<file path="src/rtl/pwm_duty_frequency_meter_defines.svh">
`ifndef PWM_DUTY_FREQUENCY_METER_DEFINES_SVH
`define PWM_DUTY_FREQUENCY_METER_DEFINES_SVH

// Same-cycle implication, sampled on the rising clock edge outside reset.
`define PDFM_ASSERT_IMP(lbl, ante, cons, msg) \
    lbl: assert property (@(posedge clk) disable iff (!rst_n) (ante) |-> (cons)) else $error(msg);

// Next-cycle implication, sampled on the rising clock edge outside reset.
`define PDFM_ASSERT_NXT(lbl, ante, cons, msg) \
    lbl: assert property (@(posedge clk) disable iff (!rst_n) (ante) |=> (cons)) else $error(msg);

`endif

</file>
<file path="src/rtl/pdfm_pkg.sv">
`timescale 1ns / 1ps

package pdfm_pkg;

    localparam int NUM_CHANNELS = 4;
    localparam int COUNT_BITS   = 24;

    localparam int CH_W      = (NUM_CHANNELS > 1) ? $clog2(NUM_CHANNELS) : 1;
    localparam int LEVEL_W   = 4;
    localparam int LVL_EXT_W = (NUM_CHANNELS > LEVEL_W) ? NUM_CHANNELS : LEVEL_W;
    localparam int RC_W      = 3;

    localparam int PERIOD_W = COUNT_BITS + 1;
    localparam int DEN_W    = COUNT_BITS + 2;
    localparam int DUTY_W   = 7;
    localparam int FREQ_W   = 10;
    localparam int QUOT_W   = FREQ_W;
    localparam int REM_W    = DEN_W + QUOT_W;
    localparam int STEP_W   = 4;

    localparam int DUTY_SCALE = 200;
    localparam int FREQ_NUM   = 2000;
    localparam int DUTY_MAX   = 100;
    localparam int FREQ_MAX   = 1000;

    localparam logic [STEP_W-1:0] DUTY_STEPS = STEP_W'(DUTY_W);
    localparam logic [STEP_W-1:0] FREQ_STEPS = STEP_W'(FREQ_W);

    typedef logic [COUNT_BITS-1:0] count_t;

    localparam count_t COUNT_MAX = {COUNT_BITS{1'b1}};

    typedef struct packed {
        logic              capture;
        logic              step;
        logic              prep_duty;
        logic              prep_freq;
        logic              div_start;
        logic [STEP_W-1:0] div_steps;
        logic              save_duty;
        logic              commit;
        logic              out_load;
        logic [CH_W-1:0]   chan;
    } cmd_t;

    typedef struct packed {
        logic need;
        logic div_busy;
    } status_t;

endpackage

</file>
<file path="src/rtl/pdfm_divider.sv">
`timescale 1ns / 1ps

module pdfm_divider (
    input  logic                                 clk,
    input  logic                                 rst_n,
    input  logic                                 start,
    input  logic [pdfm_pkg::STEP_W-1:0]          steps,
    input  logic [pdfm_pkg::REM_W-1:0]           num,
    input  logic [pdfm_pkg::DEN_W-1:0]           den,
    output logic                                 busy,
    output logic [pdfm_pkg::QUOT_W-1:0]          quot
);

    logic                          busy_reg;
    logic                          busy_next;
    logic [pdfm_pkg::STEP_W-1:0]   cnt_reg;
    logic [pdfm_pkg::STEP_W-1:0]   cnt_next;
    logic [pdfm_pkg::REM_W-1:0]    rem_reg;
    logic [pdfm_pkg::REM_W-1:0]    rem_next;
    logic [pdfm_pkg::REM_W-1:0]    dsh_reg;
    logic [pdfm_pkg::REM_W-1:0]    dsh_next;
    logic [pdfm_pkg::QUOT_W-1:0]   quot_reg;
    logic [pdfm_pkg::QUOT_W-1:0]   quot_next;
    logic                          fits;

    // The quotient is known to fit in the given number of steps, so the
    // divisor starts aligned to the top quotient bit and moves down one a cycle.
    always_comb
    begin
        busy_next = busy_reg;
        cnt_next  = cnt_reg;
        rem_next  = rem_reg;
        dsh_next  = dsh_reg;
        quot_next = quot_reg;
        fits      = (rem_reg >= dsh_reg);
        if (start)
        begin
            busy_next = 1'b1;
            cnt_next  = steps;
            rem_next  = num;
            dsh_next  = pdfm_pkg::REM_W'(den) << (steps - 1'b1);
            quot_next = '0;
        end
        else if (busy_reg)
        begin
            if (fits)
            begin
                rem_next = rem_reg - dsh_reg;
            end
            quot_next = {quot_reg[pdfm_pkg::QUOT_W-2:0], fits};
            dsh_next  = dsh_reg >> 1;
            cnt_next  = cnt_reg - 1'b1;
            if (cnt_reg == pdfm_pkg::STEP_W'(1))
            begin
                busy_next = 1'b0;
            end
        end
    end

    always_ff @(posedge clk or negedge rst_n)
    begin
        if (!rst_n)
        begin
            busy_reg <= 1'b0;
            cnt_reg  <= '0;
        end
        else
        begin
            busy_reg <= busy_next;
            cnt_reg  <= cnt_next;
        end
    end

    always_ff @(posedge clk)
    begin
        rem_reg  <= rem_next;
        dsh_reg  <= dsh_next;
        quot_reg <= quot_next;
    end

    assign busy = busy_reg;
    assign quot = quot_reg;

endmodule

</file>
<file path="src/rtl/pdfm_datapath.sv">
`timescale 1ns / 1ps
`include "pwm_duty_frequency_meter_defines.svh"

module pdfm_datapath (
    input  logic                              clk,
    input  logic                              rst_n,
    input  logic                              in_op,
    input  logic [pdfm_pkg::LEVEL_W-1:0]      in_levels,
    input  logic [pdfm_pkg::RC_W-1:0]         in_read_channel,
    input  pdfm_pkg::cmd_t                    cmd,
    output pdfm_pkg::status_t                 stat,
    output logic                              glitch_seen,
    output logic                              channel_ok,
    output logic [pdfm_pkg::DUTY_W-1:0]       duty,
    output logic [pdfm_pkg::FREQ_W-1:0]       frequency
);

    localparam int N = pdfm_pkg::NUM_CHANNELS;

    localparam logic [2:0] PH_IDLE      = 3'd0;
    localparam logic [2:0] PH_RISE      = 3'd1;
    localparam logic [2:0] PH_HIGH_WAIT = 3'd2;
    localparam logic [2:0] PH_FALL      = 3'd3;
    localparam logic [2:0] PH_LOW_WAIT  = 3'd4;
    localparam logic [2:0] PH_FINISH    = 3'd5;

    logic                               op_reg;
    logic [pdfm_pkg::LEVEL_W-1:0]       levels_reg;
    logic [pdfm_pkg::RC_W-1:0]          rc_reg;

    logic [2:0]                         phase_reg [N];
    logic [2:0]                         phase_next [N];
    pdfm_pkg::count_t                   tick_reg [N];
    pdfm_pkg::count_t                   tick_next [N];
    pdfm_pkg::count_t                   high_reg [N];
    pdfm_pkg::count_t                   high_next [N];
    logic [pdfm_pkg::DUTY_W-1:0]        duty_store_reg [N];
    logic [pdfm_pkg::DUTY_W-1:0]        duty_store_next [N];
    logic [pdfm_pkg::FREQ_W-1:0]        freq_store_reg [N];
    logic [pdfm_pkg::FREQ_W-1:0]        freq_store_next [N];
    logic [N-1:0]                       fin_reg;
    logic [N-1:0]                       fin_next;
    logic                               glitch_reg;
    logic                               glitch_next;

    logic [pdfm_pkg::REM_W-1:0]         num_reg;
    logic [pdfm_pkg::DEN_W-1:0]         den_reg;
    logic [pdfm_pkg::DUTY_W-1:0]        duty_tmp_reg;

    logic                               glitch_out_reg;
    logic                               ok_out_reg;
    logic [pdfm_pkg::DUTY_W-1:0]        duty_out_reg;
    logic [pdfm_pkg::FREQ_W-1:0]        freq_out_reg;

    logic [pdfm_pkg::LVL_EXT_W-1:0]     levels_ext;
    pdfm_pkg::count_t                   hi_sel;
    pdfm_pkg::count_t                   lo_sel;
    logic [pdfm_pkg::PERIOD_W-1:0]      period;
    logic                               rc_ok;
    logic [pdfm_pkg::CH_W-1:0]          rc_idx;
    logic                               div_busy;
    logic [pdfm_pkg::QUOT_W-1:0]        div_quot;

    assign levels_ext = pdfm_pkg::LVL_EXT_W'(levels_reg);

    // Every channel steps in parallel; finished periods are only marked here
    // and divided later, one channel at a time.
    always_comb
    begin
        glitch_next = glitch_reg;
        fin_next    = fin_reg;
        if (cmd.capture)
        begin
            glitch_next = 1'b0;
            fin_next    = '0;
        end
        for (int c = 0; c < N; c++)
        begin
            phase_next[c]      = phase_reg[c];
            tick_next[c]       = tick_reg[c];
            high_next[c]       = high_reg[c];
            duty_store_next[c] = duty_store_reg[c];
            freq_store_next[c] = freq_store_reg[c];
            if (cmd.step)
            begin
                if (!op_reg)
                begin
                    if (tick_reg[c] != pdfm_pkg::COUNT_MAX)
                    begin
                        tick_next[c] = tick_reg[c] + 1'b1;
                    end
                end
                else
                begin
                    unique case (phase_reg[c])
                        PH_RISE:
                        begin
                            tick_next[c] = '0;
                            if (levels_ext[c])
                            begin
                                phase_next[c] = PH_HIGH_WAIT;
                            end
                            else
                            begin
                                phase_next[c] = PH_IDLE;
                                glitch_next   = 1'b1;
                            end
                        end
                        PH_HIGH_WAIT:
                        begin
                            if (!levels_ext[c])
                            begin
                                phase_next[c] = PH_FALL;
                            end
                        end
                        PH_FALL:
                        begin
                            high_next[c] = tick_reg[c];
                            tick_next[c] = '0;
                            if (!levels_ext[c])
                            begin
                                phase_next[c] = PH_LOW_WAIT;
                            end
                            else
                            begin
                                phase_next[c] = PH_IDLE;
                                glitch_next   = 1'b1;
                            end
                        end
                        PH_LOW_WAIT:
                        begin
                            if (levels_ext[c])
                            begin
                                phase_next[c] = PH_FINISH;
                            end
                        end
                        PH_FINISH:
                        begin
                            fin_next[c]   = 1'b1;
                            phase_next[c] = PH_IDLE;
                        end
                        default:
                        begin
                            phase_next[c] = levels_ext[c] ? PH_RISE : PH_IDLE;
                        end
                    endcase
                end
            end
            if (cmd.commit && (cmd.chan == pdfm_pkg::CH_W'(c)))
            begin
                duty_store_next[c] = duty_tmp_reg;
                freq_store_next[c] = div_quot;
            end
        end
    end

    assign hi_sel = high_reg[cmd.chan];
    assign lo_sel = tick_reg[cmd.chan];
    assign period = pdfm_pkg::PERIOD_W'(hi_sel) + pdfm_pkg::PERIOD_W'(lo_sel);

    assign stat.need     = fin_reg[cmd.chan] && (period != '0);
    assign stat.div_busy = div_busy;

    assign rc_ok  = (32'(rc_reg) < 32'(N));
    assign rc_idx = rc_reg[pdfm_pkg::CH_W-1:0];

    always_ff @(posedge clk or negedge rst_n)
    begin
        if (!rst_n)
        begin
            for (int c = 0; c < N; c++)
            begin
                phase_reg[c]      <= PH_IDLE;
                tick_reg[c]       <= '0;
                high_reg[c]       <= '0;
                duty_store_reg[c] <= '0;
                freq_store_reg[c] <= '0;
            end
            fin_reg    <= '0;
            glitch_reg <= 1'b0;
        end
        else
        begin
            for (int c = 0; c < N; c++)
            begin
                phase_reg[c]      <= phase_next[c];
                tick_reg[c]       <= tick_next[c];
                high_reg[c]       <= high_next[c];
                duty_store_reg[c] <= duty_store_next[c];
                freq_store_reg[c] <= freq_store_next[c];
            end
            fin_reg    <= fin_next;
            glitch_reg <= glitch_next;
        end
    end

    always_ff @(posedge clk)
    begin
        if (cmd.capture)
        begin
            op_reg     <= in_op;
            levels_reg <= in_levels;
            rc_reg     <= in_read_channel;
        end
        if (cmd.prep_duty)
        begin
            num_reg <= pdfm_pkg::REM_W'(hi_sel) * pdfm_pkg::REM_W'(pdfm_pkg::DUTY_SCALE)
                     + pdfm_pkg::REM_W'(period);
            den_reg <= {period, 1'b0};
        end
        else if (cmd.prep_freq)
        begin
            num_reg <= pdfm_pkg::REM_W'(pdfm_pkg::FREQ_NUM) + pdfm_pkg::REM_W'(period);
        end
        if (cmd.save_duty)
        begin
            duty_tmp_reg <= div_quot[pdfm_pkg::DUTY_W-1:0];
        end
        if (cmd.out_load)
        begin
            glitch_out_reg <= glitch_reg;
            ok_out_reg     <= rc_ok;
            duty_out_reg   <= rc_ok ? duty_store_reg[rc_idx] : '0;
            freq_out_reg   <= rc_ok ? freq_store_reg[rc_idx] : '0;
        end
    end

    pdfm_divider u_divider (
        .clk   (clk),
        .rst_n (rst_n),
        .start (cmd.div_start),
        .steps (cmd.div_steps),
        .num   (num_reg),
        .den   (den_reg),
        .busy  (div_busy),
        .quot  (div_quot)
    );

    assign glitch_seen = glitch_out_reg;
    assign channel_ok  = ok_out_reg;
    assign duty        = duty_out_reg;
    assign frequency   = freq_out_reg;

    `PDFM_ASSERT_IMP(a_result_range, cmd.commit,
        (duty_tmp_reg <= pdfm_pkg::DUTY_W'(pdfm_pkg::DUTY_MAX)) &&
        (div_quot <= pdfm_pkg::QUOT_W'(pdfm_pkg::FREQ_MAX)),
        "stored duty or frequency out of range")
    `PDFM_ASSERT_NXT(a_tick_no_finish, cmd.step && !op_reg, fin_reg == '0,
        "a tick item marked a finished period")

endmodule

</file>
<file path="src/rtl/pdfm_ctrl.sv">
`timescale 1ns / 1ps
`include "pwm_duty_frequency_meter_defines.svh"

module pdfm_ctrl (
    input  logic                 clk,
    input  logic                 rst_n,
    input  logic                 in_valid,
    output logic                 in_ready,
    output logic                 out_valid,
    input  logic                 out_ready,
    input  pdfm_pkg::status_t    stat,
    output pdfm_pkg::cmd_t       cmd
);

    localparam logic [2:0] S_IDLE      = 3'd0;
    localparam logic [2:0] S_STEP      = 3'd1;
    localparam logic [2:0] S_SCAN      = 3'd2;
    localparam logic [2:0] S_DUTY_GO   = 3'd3;
    localparam logic [2:0] S_DUTY_WAIT = 3'd4;
    localparam logic [2:0] S_FREQ_GO   = 3'd5;
    localparam logic [2:0] S_FREQ_WAIT = 3'd6;
    localparam logic [2:0] S_DONE      = 3'd7;

    localparam logic [pdfm_pkg::CH_W-1:0] LAST_CH = pdfm_pkg::CH_W'(pdfm_pkg::NUM_CHANNELS - 1);

    logic [2:0]                  state_reg;
    logic [2:0]                  state_next;
    logic [pdfm_pkg::CH_W-1:0]   chan_reg;
    logic [pdfm_pkg::CH_W-1:0]   chan_next;
    logic                        out_valid_reg;
    logic                        out_valid_next;
    logic                        out_free;

    assign in_ready = (state_reg == S_IDLE);
    assign out_free = !out_valid_reg || out_ready;

    always_comb
    begin
        state_next     = state_reg;
        chan_next      = chan_reg;
        out_valid_next = out_valid_reg && !out_ready;
        cmd            = '0;
        cmd.chan       = chan_reg;
        unique case (state_reg)
            S_IDLE:
            begin
                if (in_valid)
                begin
                    cmd.capture = 1'b1;
                    state_next  = S_STEP;
                end
            end
            S_STEP:
            begin
                cmd.step   = 1'b1;
                chan_next  = '0;
                state_next = S_SCAN;
            end
            S_SCAN:
            begin
                if (stat.need)
                begin
                    cmd.prep_duty = 1'b1;
                    state_next    = S_DUTY_GO;
                end
                else if (chan_reg == LAST_CH)
                begin
                    state_next = S_DONE;
                end
                else
                begin
                    chan_next = chan_reg + 1'b1;
                end
            end
            S_DUTY_GO:
            begin
                cmd.div_start = 1'b1;
                cmd.div_steps = pdfm_pkg::DUTY_STEPS;
                state_next    = S_DUTY_WAIT;
            end
            S_DUTY_WAIT:
            begin
                if (!stat.div_busy)
                begin
                    cmd.save_duty = 1'b1;
                    cmd.prep_freq = 1'b1;
                    state_next    = S_FREQ_GO;
                end
            end
            S_FREQ_GO:
            begin
                cmd.div_start = 1'b1;
                cmd.div_steps = pdfm_pkg::FREQ_STEPS;
                state_next    = S_FREQ_WAIT;
            end
            S_FREQ_WAIT:
            begin
                if (!stat.div_busy)
                begin
                    cmd.commit = 1'b1;
                    if (chan_reg == LAST_CH)
                    begin
                        state_next = S_DONE;
                    end
                    else
                    begin
                        chan_next  = chan_reg + 1'b1;
                        state_next = S_SCAN;
                    end
                end
            end
            S_DONE:
            begin
                // The previous result may still be waiting; load only once it leaves.
                if (out_free)
                begin
                    cmd.out_load   = 1'b1;
                    out_valid_next = 1'b1;
                    state_next     = S_IDLE;
                end
            end
            default:
            begin
                state_next = S_IDLE;
            end
        endcase
    end

    always_ff @(posedge clk or negedge rst_n)
    begin
        if (!rst_n)
        begin
            state_reg     <= S_IDLE;
            chan_reg      <= '0;
            out_valid_reg <= 1'b0;
        end
        else
        begin
            state_reg     <= state_next;
            chan_reg      <= chan_next;
            out_valid_reg <= out_valid_next;
        end
    end

    assign out_valid = out_valid_reg;

    `PDFM_ASSERT_IMP(a_start_when_free, cmd.div_start, !stat.div_busy,
        "divider started while still busy")
    `PDFM_ASSERT_NXT(a_one_item, in_valid && in_ready, !in_ready,
        "second item accepted while one is in progress")
    `PDFM_ASSERT_IMP(a_load_free_slot, cmd.out_load, out_free,
        "result loaded over one not yet taken")

endmodule

</file>
<file path="src/rtl/pwm_duty_frequency_meter.sv">
`timescale 1ns / 1ps
// Channel   Handshake            Fields
// input     in_valid / in_ready  op, levels, read_channel
// output    out_valid/ out_ready glitch_seen, channel_ok, duty, frequency
//
// Every item scans all channels in turn; each one that completes a period is
// divided by the shared restoring divider, one quotient bit a cycle (7 for
// duty, 10 for frequency).
// One item is in progress at a time; the next is accepted while a result waits.
// Reset clears all phases, counters and stored results at once.
// A stalled output holds the finished result; the next item waits in its done state until it is taken.

module pwm_duty_frequency_meter (
    input  logic                                 clk,
    input  logic                                 rst_n,
    input  logic                                 in_valid,
    output logic                                 in_ready,
    input  logic                                 op,
    input  logic [pdfm_pkg::LEVEL_W-1:0]         levels,
    input  logic [pdfm_pkg::RC_W-1:0]            read_channel,
    output logic                                 out_valid,
    input  logic                                 out_ready,
    output logic                                 glitch_seen,
    output logic                                 channel_ok,
    output logic [pdfm_pkg::DUTY_W-1:0]          duty,
    output logic [pdfm_pkg::FREQ_W-1:0]          frequency
);

    pdfm_pkg::cmd_t    cmd;
    pdfm_pkg::status_t stat;

    pdfm_ctrl u_ctrl (
        .clk       (clk),
        .rst_n     (rst_n),
        .in_valid  (in_valid),
        .in_ready  (in_ready),
        .out_valid (out_valid),
        .out_ready (out_ready),
        .stat      (stat),
        .cmd       (cmd)
    );

    pdfm_datapath u_datapath (
        .clk             (clk),
        .rst_n           (rst_n),
        .in_op           (op),
        .in_levels       (levels),
        .in_read_channel (read_channel),
        .cmd             (cmd),
        .stat            (stat),
        .glitch_seen     (glitch_seen),
        .channel_ok      (channel_ok),
        .duty            (duty),
        .frequency       (frequency)
    );

endmodule
</file>
<file path="config.mk">
export PLATFORM = sky130hd
export DESIGN_NAME = pwm_duty_frequency_meter
export DESIGN_NICKNAME = d
export VERILOG_FILES = /design/src/rtl/pdfm_pkg.sv /design/src/rtl/pdfm_divider.sv /design/src/rtl/pdfm_datapath.sv /design/src/rtl/pdfm_ctrl.sv /design/src/rtl/pwm_duty_frequency_meter.sv
export VERILOG_INCLUDE_DIRS = /design/src /design/src/rtl
export SDC_FILE = /design/constraint.sdc
export NUM_CORES = 1
export LEC_CHECK = 0
export BUFFER_PORTS_ARGS = -buffer_cell sky130_fd_sc_hd__buf_2
export CORE_MARGIN = 10
export CORE_UTILIZATION = 60
export CTS_BUF_LIST = sky130_fd_sc_hd__clkbuf_4
export DETAILED_ROUTE_END_ITERATION = 7
export GPL_TIMING_DRIVEN = 0
export PLACE_DENSITY = 0.77
export SLEW_MARGIN = 20
export SYNTH_ARGS = -nofsm -noshare
export SYNTH_HDL_FRONTEND = slang
export SYNTH_SLANG_ARGS = --single-unit
</file>
<file path="constraint.sdc">
create_clock -name clk -period 9.4 [get_ports clk]
set_input_delay 2.82 -clock clk [delete_from_list [all_inputs] [get_ports clk]]
set_output_delay 2.82 -clock clk [all_outputs]
set_load 0.03 [all_outputs]
</file>
# [After elaboration in Yosys (flattened, before gate mapping)]
# Cells that the tools add are included.
[word_totals] wordCells=273 out_inout_bits=21 reg_bits=465
[classes] n_addsub=11 magnitude_cmp=5 shift=1 n_reduce_logical=39 bitwise_logic=2 mul=1 n_mux=121 eq_ne=53
[op_table] operator="2-to-1 mux 24 bit" count=16
[op_table] operator="2-to-1 mux 36 bit" count=7
[op_table] operator="adder 24 x 1 -> 24 bit (second input constant)" count=4
[op_table] operator="binary-select mux 24 bit (select 2 bit)" count=2
[op_table] operator="!= test 24 bit (second input constant)" count=4
[op_table] operator="case mux 3 bit (5 select lines)" count=4
[op_table] operator="2-to-1 mux 3 bit" count=19
[op_table] operator="2-to-1 mux 1 bit" count=49
[op_table] operator="equality test 3 bit (second input constant)" count=12
[op_table] operator="greater-or-equal comparator 36 bit" count=1
[op_table] operator="left shift 26 x 4 -> 36 bit" count=1
[op_table] operator="subtractor 36 bit" count=1
[op_table] operator="adder 32 x 25 -> 33 bit" count=1
[op_table] operator="equality test 3 x 2 -> 1 bit (second input constant)" count=10
[op_table] operator="multiplier 24 x 5 -> 29 bit (second input constant)" count=1
[op_table] operator="AND reduction 3 bit" count=9
[op_table] operator="adder 11 x 25 -> 26 bit (first input constant)" count=1
[op_table] operator="adder 24 x 24 -> 25 bit" count=1
[op_table] operator="nonzero test 25 bit" count=1
[op_table] operator="!= test 2 bit (second input constant)" count=12
[op_table] operator="case mux 3 bit (8 select lines)" count=1
[op_table] operator="binary-select mux 10 bit (select 2 bit)" count=1
[op_table] operator="2-to-1 mux 10 bit" count=2
[op_table] operator="AND reduction 4 bit" count=4
[op_table] operator="30 further kinds" count=69

# [Logic depth before layout (Yosys ltp)]
# Gate-level depths: netlist of the first run.
[logic_depth] word_depth=19 mapped_depth=30 mapped_depth_nobuf=27

# [Hierarchy]
# A second synthesis of the first run with hierarchy kept.
[unflattened] hier_cells=2925 hier_area_um2=29936.2
[by_module_without_submodules] module="pdfm_datapath" area_each_um2=22338.9 n_inst=1 cells_each=2048 seq_area_each_um2=9694.3
[by_module_without_submodules] module="pdfm_divider" area_each_um2=7105.6 n_inst=1 cells_each=816 seq_area_each_um2=2487.4
[by_module_without_submodules] module="pdfm_ctrl" area_each_um2=491.7 n_inst=1 cells_each=61 seq_area_each_um2=150.1

# [Worst setup path after synthesis of the first run]
# No wires, ideal clock.
[synth_path] kind="register to register" from="register u_ctrl.chan_reg[0] (netlist name)" to="register u_datapath.num_reg[27] (netlist name), data pin" arrival_time_ns=6.320 t_required_ns=9.126 synth_period_minus_slack_ns=6.595 setup_ns=0.274 setup_slack_ns=2.805 stages_incl_launch_ff=28 path_cell_list="dfrtp_1 -> clkbuf_1 -> buf_1 -> mux4_2 -> ha_1 -> ha_1 -> inv_1 -> fa_1 -> inv_1 -> ha_1 -> or4_1 -> a21oi_1 -> nor2_1 -> a21oi_1 -> o21bai_1 -> a21o_1 -> a21o_1 -> a21o_1 -> a21oi_1 -> xnor2_1 -> ha_1 -> a21oi_1 -> a31oi_1 -> a31oi_1 -> o21ai_0 -> nand3_1 -> xnor2_1 -> nor3_1"
[synth_between] elab_chain_cells=10 elab_cells_between_ends=17 classes_between="2 x add/sub; 1 x mul; 11 x mux; 1 x bitwise; 2 x reduce/logical"
[synth_rtl] element="start: declaration" line="pdfm_ctrl.sv:28" source="logic [pdfm_pkg::CH_W-1:0] chan_reg;"
[synth_rtl] element="start signal: assignment" line="pdfm_ctrl.sv:140" source="chan_reg <= chan_next;"
[synth_rtl] element="parallel branches: the longest is 9 deep, another holds adder 32 x 25 -> 33 bit"
[synth_rtl] element="2-to-1 mux 36 bit (*)" line="pdfm_datapath.sv:205" source="if (cmd.prep_duty)"
[synth_rtl] element="end signal: assignment" line="pdfm_datapath.sv:207" source="num_reg <= pdfm_pkg::REM_W'(hi_sel) * pdfm_pkg::REM_W'(pdfm_pkg::DUTY_SCALE)"
[synth_rtl] element="end signal: assignment" line="pdfm_datapath.sv:213" source="num_reg <= pdfm_pkg::REM_W'(pdfm_pkg::FREQ_NUM) + pdfm_pkg::REM_W'(period);"
[synth_rtl] element="end: declaration" line="pdfm_datapath.sv:46" source="logic [pdfm_pkg::REM_W-1:0] num_reg;"
# Mark *: on every way between the ends. The select of a mux whose other input is x is not followed.
# A chain may end at the register's enable or synchronous reset.

# [Worst setup path in the final report of the first run]
[layout_path] from="register u_ctrl.chan_reg[1] (netlist name)" to="register u_datapath.num_reg[27] (netlist name), data pin"
# Same word-level chain as after synthesis.

==> summary.txt, run 1 <==
Setup path
  • Worst setup SP type: register
  • Slowest CP cell: buf_1
  • Required @ worst endpoint: 9.96 ns
  • Worst R2R Setup Slack: 1.10 ns
  • Critical path's largest stage delay: 0.74 ns
  • Crit path DAT: 8.86 ns
  • Cells on worst reg2reg path: 28
  • RR Startpoint: u_ctrl.chan_reg[1]$_DFFE_PN0P_
  • CP max FO: 10
  • Crit Path Category: reg2reg
  • Worst r2r dst: u_datapath.num_reg[27]$_SDFFCE_PN0P_
  • CP Capture Type: register

Timing
  • F_max: 0.1205 GHz
  • Fin crit share: 88.31%
  • Worst-Margin Slew: 1.177 ns
  • Final hold vios: 0
  • RSZ-0062 raised after global routing: false
  • Final Skew: 0.09329 ns
  • Final setup viols: 0
  • Fin crit period: 8.301 ns
  • Fin. max-slew vios: 0
  • Max-slew headroom: 20.26%
  • Setup TNS: 0 ns

Yosys
  • Register area share after synthesis: 44.20%
  • Mean post-synth cell area: 10.71 um^2
  • YS warnings: 0
  • Synth area leaders: dfrtp_1, edfxtp_1, ha_1
  • Fraction of registers with async set/reset: 62.34%
  • Area share of the largest cell type after synthesis: 25.83%
  • Distinct cells, synth: 90
  • Commonest cells post-synth: dfrtp_1, nor2_1, nand2_1
  • Register bit total from synthesis: 462
  • Cells after Synth: 2,604
  • Top_reg_cell synth: dfrtp_1
  • EDFF count, synth: 164
  • Mapped Nets: 2,809
  • Mapped Area: 27,900 um^2
  • Cell with the most instances after synthesis: dfrtp_1
  • Leading area contributor after synthesis: dfrtp_1

Detailed routing
  • TritonRoute pass-1 iters: 6
  • Drt total wl: 72,710 um
  • DR iter-0 viols: 1,980
  • Routed len/inst: 21.09 um
  • Remaining DRCs: 0
  • Detailed-route via count: 21,250
  • DRT antenna net count: 0
  • Vias per Instance: 6.163

Pwr
  • Pwr per Cell Area: 255.9 nW/um^2
  • Switch Pwr: 2962 uW
  • P_int: 4844 uW
  • Clock Power Share: 21.9%
  • Sw Ratio: 37.94%
  • Leak: 0.01387 uW
  • Worst vdd ir: 0.3168 mV
  • Sequential share of power: 37.7%
  • Logic pwr share: 40.4%

CTS
  • Clk sinks: 462
  • Cts bufs inserted: 115
  • Clock-pin transition on the worst setup and hold timing paths: 0.08 ns
  • TritonCTS clock tree: done
  • Resize count post-CTS: 0
  • Worst skew pair latency: 0.91 ns
  • CTS Root Buffer Type: clkbuf_4
  • Post-CTS Setup Inserts: 0
  • Maximum root-to-sink buffer count: 3
  • Number of H-tree levels: 3
  • CTS Hold Bufs: 0

Global route
  • Vias in the first global route: 21,220
  • Antenna violations before repair: 1
  • GRT Total Usage: 25.72%
  • First-pass GRT wire length: 115,400 um
  • Largest net degree at the start of global routing: 96
  • Remaining global-route overflow: 0

Die
  • Core area: 45,670 um^2
  • Initial Util: 61.08%
  • Die width: 235.6 um
  • # rows: 78
  • Top Ports: 33
  • Die Y: 235.6 um
  • Die area: 55,520 um^2

Placement
  • Number of buffers added on ports: 32
  • Detailed Place HPWL: 54,070 um
  • RD Place Congestion: 0.9789
  • Dpl cells: 3,242

Final layout
  • Area grow syn2layout: 9.337%
  • FF/Latch Area: 12,330 um^2
  • Area of the multi-input gates: 14,520 um^2
  • Layout cells sized above 1: 17.07%
  • Fillers: 3,435
  • Core Util, Final: 66.79%
  • NumNets Final: 2,964
  • Non-filler cells, final: 3,448

Run status
  • Status: complete, no violations

Job
  • Max_cap viols: 0

Worst hold path
  • WHS Endpoint: u_datapath.glitch_seen$_DFFE_PP_
  • Worst hold start: u_datapath.glitch_reg$_DFF_PN0_
  • Hold Path Cell Cnt: 0
  • HP Class: reg2reg
[layer usage]
layer,routed length (um),global-route usage [%],vias to the layer above
met5,0,0,-
met1,31190,34.00,10420
met2,33570,40.46,809
met3,4783,5.001,174
met4,3175,11.52,0
li1,-,-,9845
[logic make-up (layout without fill, tap and decap cells)]
family / count (synthesis) / in the layout / share of synthesized area, %
multiplexers: 262 / 262 / 13.08
AND/OR/NAND/NOR: 726 / 726 / 12.72
adder cells (fa/ha/maj): 193 / 193 / 9.247
XOR/XNOR: 165 / 165 / 5.207
flip-flops: 462 / 462 / 44.20
other: 1 / 2 / 0.01344
buffers and inverters: 284 / 527 / 3.906
AO/OA/AOI/OAI: 511 / 511 / 11.63
[power groups by stage]
stage	sequential, uW	clock, uW	combinational (uW)
finish	2940	1710	3150
global route	2990	1850	3480
CTS	2940	1740	3120
global placement	2970	0	2920
floorplan	2930	0	2270
detailed placement	2970	0	3090
[metrics by stage]
step / setup WS (ns) / power (uW) / hold slack (ns) / area (um^2)
after floorplan: 2.805 / 5203 / 0.4248 / 27900
after global placement: 0.4122 / 5895 / 0.4340 / 28810
after detailed placement: 1.318 / 6060 / 0.4433 / 29000
after CTS: 1.273 / 7790 / 0.4788 / 30490
after global routing: 0.6792 / 8317 / 0.4781 / 30500
final: 1.099 / 7805 / 0.4872 / 30500
[final cells by class]
type,instances,share of cell area (%)
multi-input combinational,1858,47.61
sequential,462,40.43
clock buffer,180,4.430
tap,600,2.461
inverter,186,2.289
buffer,98,1.284
timing repair buffer,38,1.034
clock inverter,25,0.4553
antenna,1,0.008203
[cell usage in the layout (no fill, tap or decap), types with 18 or more instances in the layout]
cell type | Yosys | final
xnor2_1 | 77 | 77
or3_1 | 36 | 36
nor2_1 | 196 | 195
nand2_1 | 194 | 193
buf_1 | 18 | 18
and2_1 | 27 | 27
mux4_2 | 66 | 66
nor2b_1 | 21 | 21
clkbuf_1 | 71 | 71
a21oi_1 | 114 | 113
inv_1 | 185 | 185
edfxtp_1 | 164 | 164
nor3_1 | 49 | 46
xor2_1 | 87 | 87
mux2i_1 | 36 | 36
buf_2 | 7 | 38
o21a_1 | 18 | 18
a22oi_1 | 18 | 18
fa_1 | 22 | 22
ha_1 | 171 | 171
a21o_1 | 39 | 39
and3_1 | 22 | 22
nand4_1 | 37 | 37
clkinv_1 | 0 | 18
o21ai_0 | 163 | 162
dfrtp_1 | 288 | 288
o211ai_1 | 18 | 18
clkbuf_4 | 0 | 180
mux2_2 | 155 | 155
nand3_1 | 55 | 55
[how the worst max path moves through the flow]
stage | slack (ns) | cells past startpoint | startpoint | endpoint
global route | 0.68 | 28 | u_ctrl.chan_reg[1]$_DFFE_PN0P_ | u_datapath.num_reg[29]$_SDFFCE_PN0P_
finish | 1.10 | 28 | u_ctrl.chan_reg[1]$_DFFE_PN0P_ | u_datapath.num_reg[27]$_SDFFCE_PN0P_
floorplan | 2.81 | 27 | u_ctrl.chan_reg[0]$_DFFE_PN0P_ | u_datapath.num_reg[27]$_SDFFCE_PN0P_
CTS | 1.27 | 28 | u_ctrl.chan_reg[1]$_DFFE_PN0P_ | u_datapath.num_reg[29]$_SDFFCE_PN0P_
global placement | 0.41 | 1 | rst_n | u_datapath.freq_store_reg[27]$_DFFE_PN0P_
detailed placement | 1.32 | 28 | u_ctrl.chan_reg[1]$_DFFE_PN0P_ | u_datapath.num_reg[29]$_SDFFCE_PN0P_
[worst max-delay path, delay by kind of cell, from the launching register on]
kind,cells,cell delay (ns)
and+or+nand+nor,4,0.86
buffers and inverters,5,1.82
adders and majority gates,5,1.75
DFF,1,0.40
AOI/OAI and AO/OA,11,2.19
xor gates and xnor gates,2,0.38
muxes,1,0.53
Note: power is estimated with default switching activity, not from simulation.
==> inputs of run 2 (changes only) <==
MAX_ROUTING_LAYER = met4   (was default)
==> summary.txt, run 2 (synthesis results as in run 1) <==
Detailed routing
  • Remaining DRCs: 0 (unchanged)
  • DRT antenna net count: 0 (unchanged)
  • Vias per Instance: 6.213 (+0.80%)
  • Drt total wl: 73,510 um (+1.1%)
  • Routed len/inst: 21.31 um (+1.0%)
  • TritonRoute pass-1 iters: 6 (unchanged)
  • Detailed-route via count: 21,430 (+0.86%)
  • DR iter-0 viols: 2,097 (+5.9%)

Timing
  • Fin crit period: 8.195 ns (-0.1060 ns)
  • Final hold vios: 0 (unchanged)
  • Setup TNS: 0 ns (unchanged)
  • Max-slew headroom: 26.76% (+6.5 points)
  • Fin crit share: 87.18% (-1.1 points)
  • Fin. max-slew vios: 0 (unchanged)
  • Final setup viols: 0 (unchanged)
  • Final Skew: 0.08903 ns (-0.004257 ns)
  • Worst-Margin Slew: 1.089 ns (-0.08888 ns)
  • RSZ-0062 raised after global routing: false
  • F_max: 0.1220 GHz (+1.3%)

Global route
  • Largest net degree at the start of global routing: 99 (+3.1%)
  • Remaining global-route overflow: 0 (unchanged)
  • Antenna violations before repair: 2 (+1)
  • First-pass GRT wire length: 116,900 um (+1.3%)
  • GRT Total Usage: 26.78% (+1.1 points)
  • Vias in the first global route: 21,470 (+1.2%)

Setup path
  • Critical path's largest stage delay: 0.68 ns (-0.06 ns)
  • Crit Path Category: reg2reg
  • CP Capture Type: register
  • Required @ worst endpoint: 10.01 ns (+0.05 ns)
  • Slowest CP cell: buf_1
  • Crit path DAT: 8.81 ns (-0.05 ns)
  • Cells on worst reg2reg path: 28 (unchanged)
  • Worst setup SP type: register
  • CP max FO: 10 (unchanged)

Job
  • Max_cap viols: 0 (unchanged)

CTS
  • Post-CTS Setup Inserts: 0 (unchanged)
  • TritonCTS clock tree: done
  • CTS Root Buffer Type: clkbuf_4
  • Maximum root-to-sink buffer count: 3 (unchanged)
  • Number of H-tree levels: 3 (unchanged)
  • Clock-pin transition on the worst setup and hold timing paths: 0.07 ns (about the same)
  • Clk sinks: 462 (unchanged)
  • CTS Hold Bufs: 0 (unchanged)
  • Resize count post-CTS: 0 (unchanged)
  • Worst skew pair latency: 0.89 ns (-0.02 ns)
  • Cts bufs inserted: 118 (+2.6%)

Final layout
  • FF/Latch Area: 12,330 um^2 (unchanged)
  • Layout cells sized above 1: 16.87% (-0.20 points)
  • Commonest non-fill, non-tap cell in the layout: dfrtp_1
  • NumNets Final: 2,966 (+0.067%)
  • Area grow syn2layout: 9.229% (about the same)
  • Commonest cells after routing, fill and taps aside: dfrtp_1, nor2_1, nand2_1, inv_1
  • Area of the multi-input gates: 14,530 um^2 (about the same)
  • Fillers: 3,444 (+0.26%)

Run status
  • Status: complete, no violations

Placement
  • RD Place Congestion: 0.9751 (-0.39%)
  • Number of buffers added on ports: 32 (unchanged)
  • Detailed Place HPWL: 54,720 um (+1.2%)

Die
  • Die area: 55,520 um^2 (unchanged)
  • # rows: 78 (unchanged)
  • Die width: 235.6 um (unchanged)
  • Die Y: 235.6 um (unchanged)
  • Core area: 45,670 um^2 (unchanged)
  • Initial Util: 61.08% (unchanged)
  • Top Ports: 33 (unchanged)

Pwr
  • P_int: 4835 uW (-0.18%)
  • Logic pwr share: 40.4% (about the same)
  • Sw Ratio: 38.22% (+0.27 points)
  • Pwr per Cell Area: 256.8 nW/um^2 (+0.35%)
  • Leak: 0.01385 uW (-0.15%)
  • Switch Pwr: 2990 uW (+0.97%)
  • Worst vdd ir: 0.3441 mV (+8.6%)
  • Sequential share of power: 37.6% (about the same)
  • Total power: 7825 uW (+0.26%)
  • Clock Power Share: 22.0% (about the same)

Worst hold path
  • Hold Path Cell Cnt: 0 (unchanged)
  • HP Class: reg2reg
[run 2: path summary, 6_finish.rpt]
| kind | from | end | slack, ns |
|---|---|---|---|
| worst max-delay path | u_ctrl.chan_reg[1]$_DFFE_PN0P_ | u_datapath.num_reg[27]$_SDFFCE_PN0P_ | 1.21 |
| worst min-delay path | u_datapath.glitch_reg$_DFF_PN0_ | u_datapath.glitch_seen$_DFFE_PP_ | 0.48 |
| worst max register to register | u_ctrl.chan_reg[1]$_DFFE_PN0P_ | u_datapath.num_reg[27]$_SDFFCE_PN0P_ | 1.21 |
| max in group asynchronous | rst_n | u_datapath.high_reg[8]$_DFFE_PN0P_ | 6.42 |
| worst min register to register | u_datapath.glitch_reg$_DFF_PN0_ | u_datapath.glitch_seen$_DFFE_PP_ | 0.48 |
| min in group asynchronous | rst_n | u_datapath.tick_reg[21]$_DFFE_PN0P_ | 1.98 |
[run 2: metal layers]
layer / part of all wire, % / global-route usage, % / routed length, um / up-vias
li1: - / - / - / 9862
met2: 47 / 41.74 / 34570 / 839
met3: 6.7 / 4.581 / 4915 / 181
met1: 42 / 34.11 / 31030 / 10550
met5: 0 / - / 0 / -
met4: 4.1 / 11.41 / 2998 / 0
[run 2: layout make-up]
cell class,count,area share (%)
Antenna cell,4,0.03285
Clock buffer,171,4.213
Timing Repair Buffer,37,0.9320
Inverter,186,2.291
Tap cell,600,2.463
Multi-Input combinational cell,1858,47.67
Sequential cell,462,40.47
Buffer,98,1.289
Clock inverter,34,0.6446
[run 2: critical path: cells and delay by family (launching register included)]
kind	cells	cell delay (ns)
AO/OA/AOI/OAI	11	2.26
adder cells (fa/ha/maj)	5	1.75
buffers and inverters	5	1.72
AND/OR/NAND/NOR	4	0.87
multiplexers	1	0.53
XOR/XNOR	2	0.45
flip-flops	1	0.37
[run 2: power groups by stage]
| stage | Combinational, uW | Sequential, uW | Clock (uW) |
|---|---|---|---|
| after global placement | 2940 | 2970 | 0 |
| after global routing | 3500 | 2990 | 1860 |
| after CTS | 3130 | 2940 | 1740 |
| final | 3160 | 2940 | 1720 |
| after detailed placement | 3110 | 2970 | 0 |
| after floorplan | 2270 | 2930 | 0 |
[run 2: stage by stage]
stage / hold WS (ns) / utilization (%) / instance area (um^2) / setup WS (ns) / instances
6_report: 0.4807 / 66.72 / 30470 / 1.205 / 3450
5_1_grt: 0.4757 / 66.71 / 30470 / 0.7321 / 3448
4_1_cts: 0.4692 / 66.66 / 30450 / 1.248 / 3446
3_5_place_dp: 0.4422 / 63.42 / 28970 / 1.261 / 3241
3_3_place_gp: 0.4393 / 63.08 / 28810 / 0.4100 / 3236
2_1_floorplan: 0.4248 / - / 27900 / 2.805 / 2604
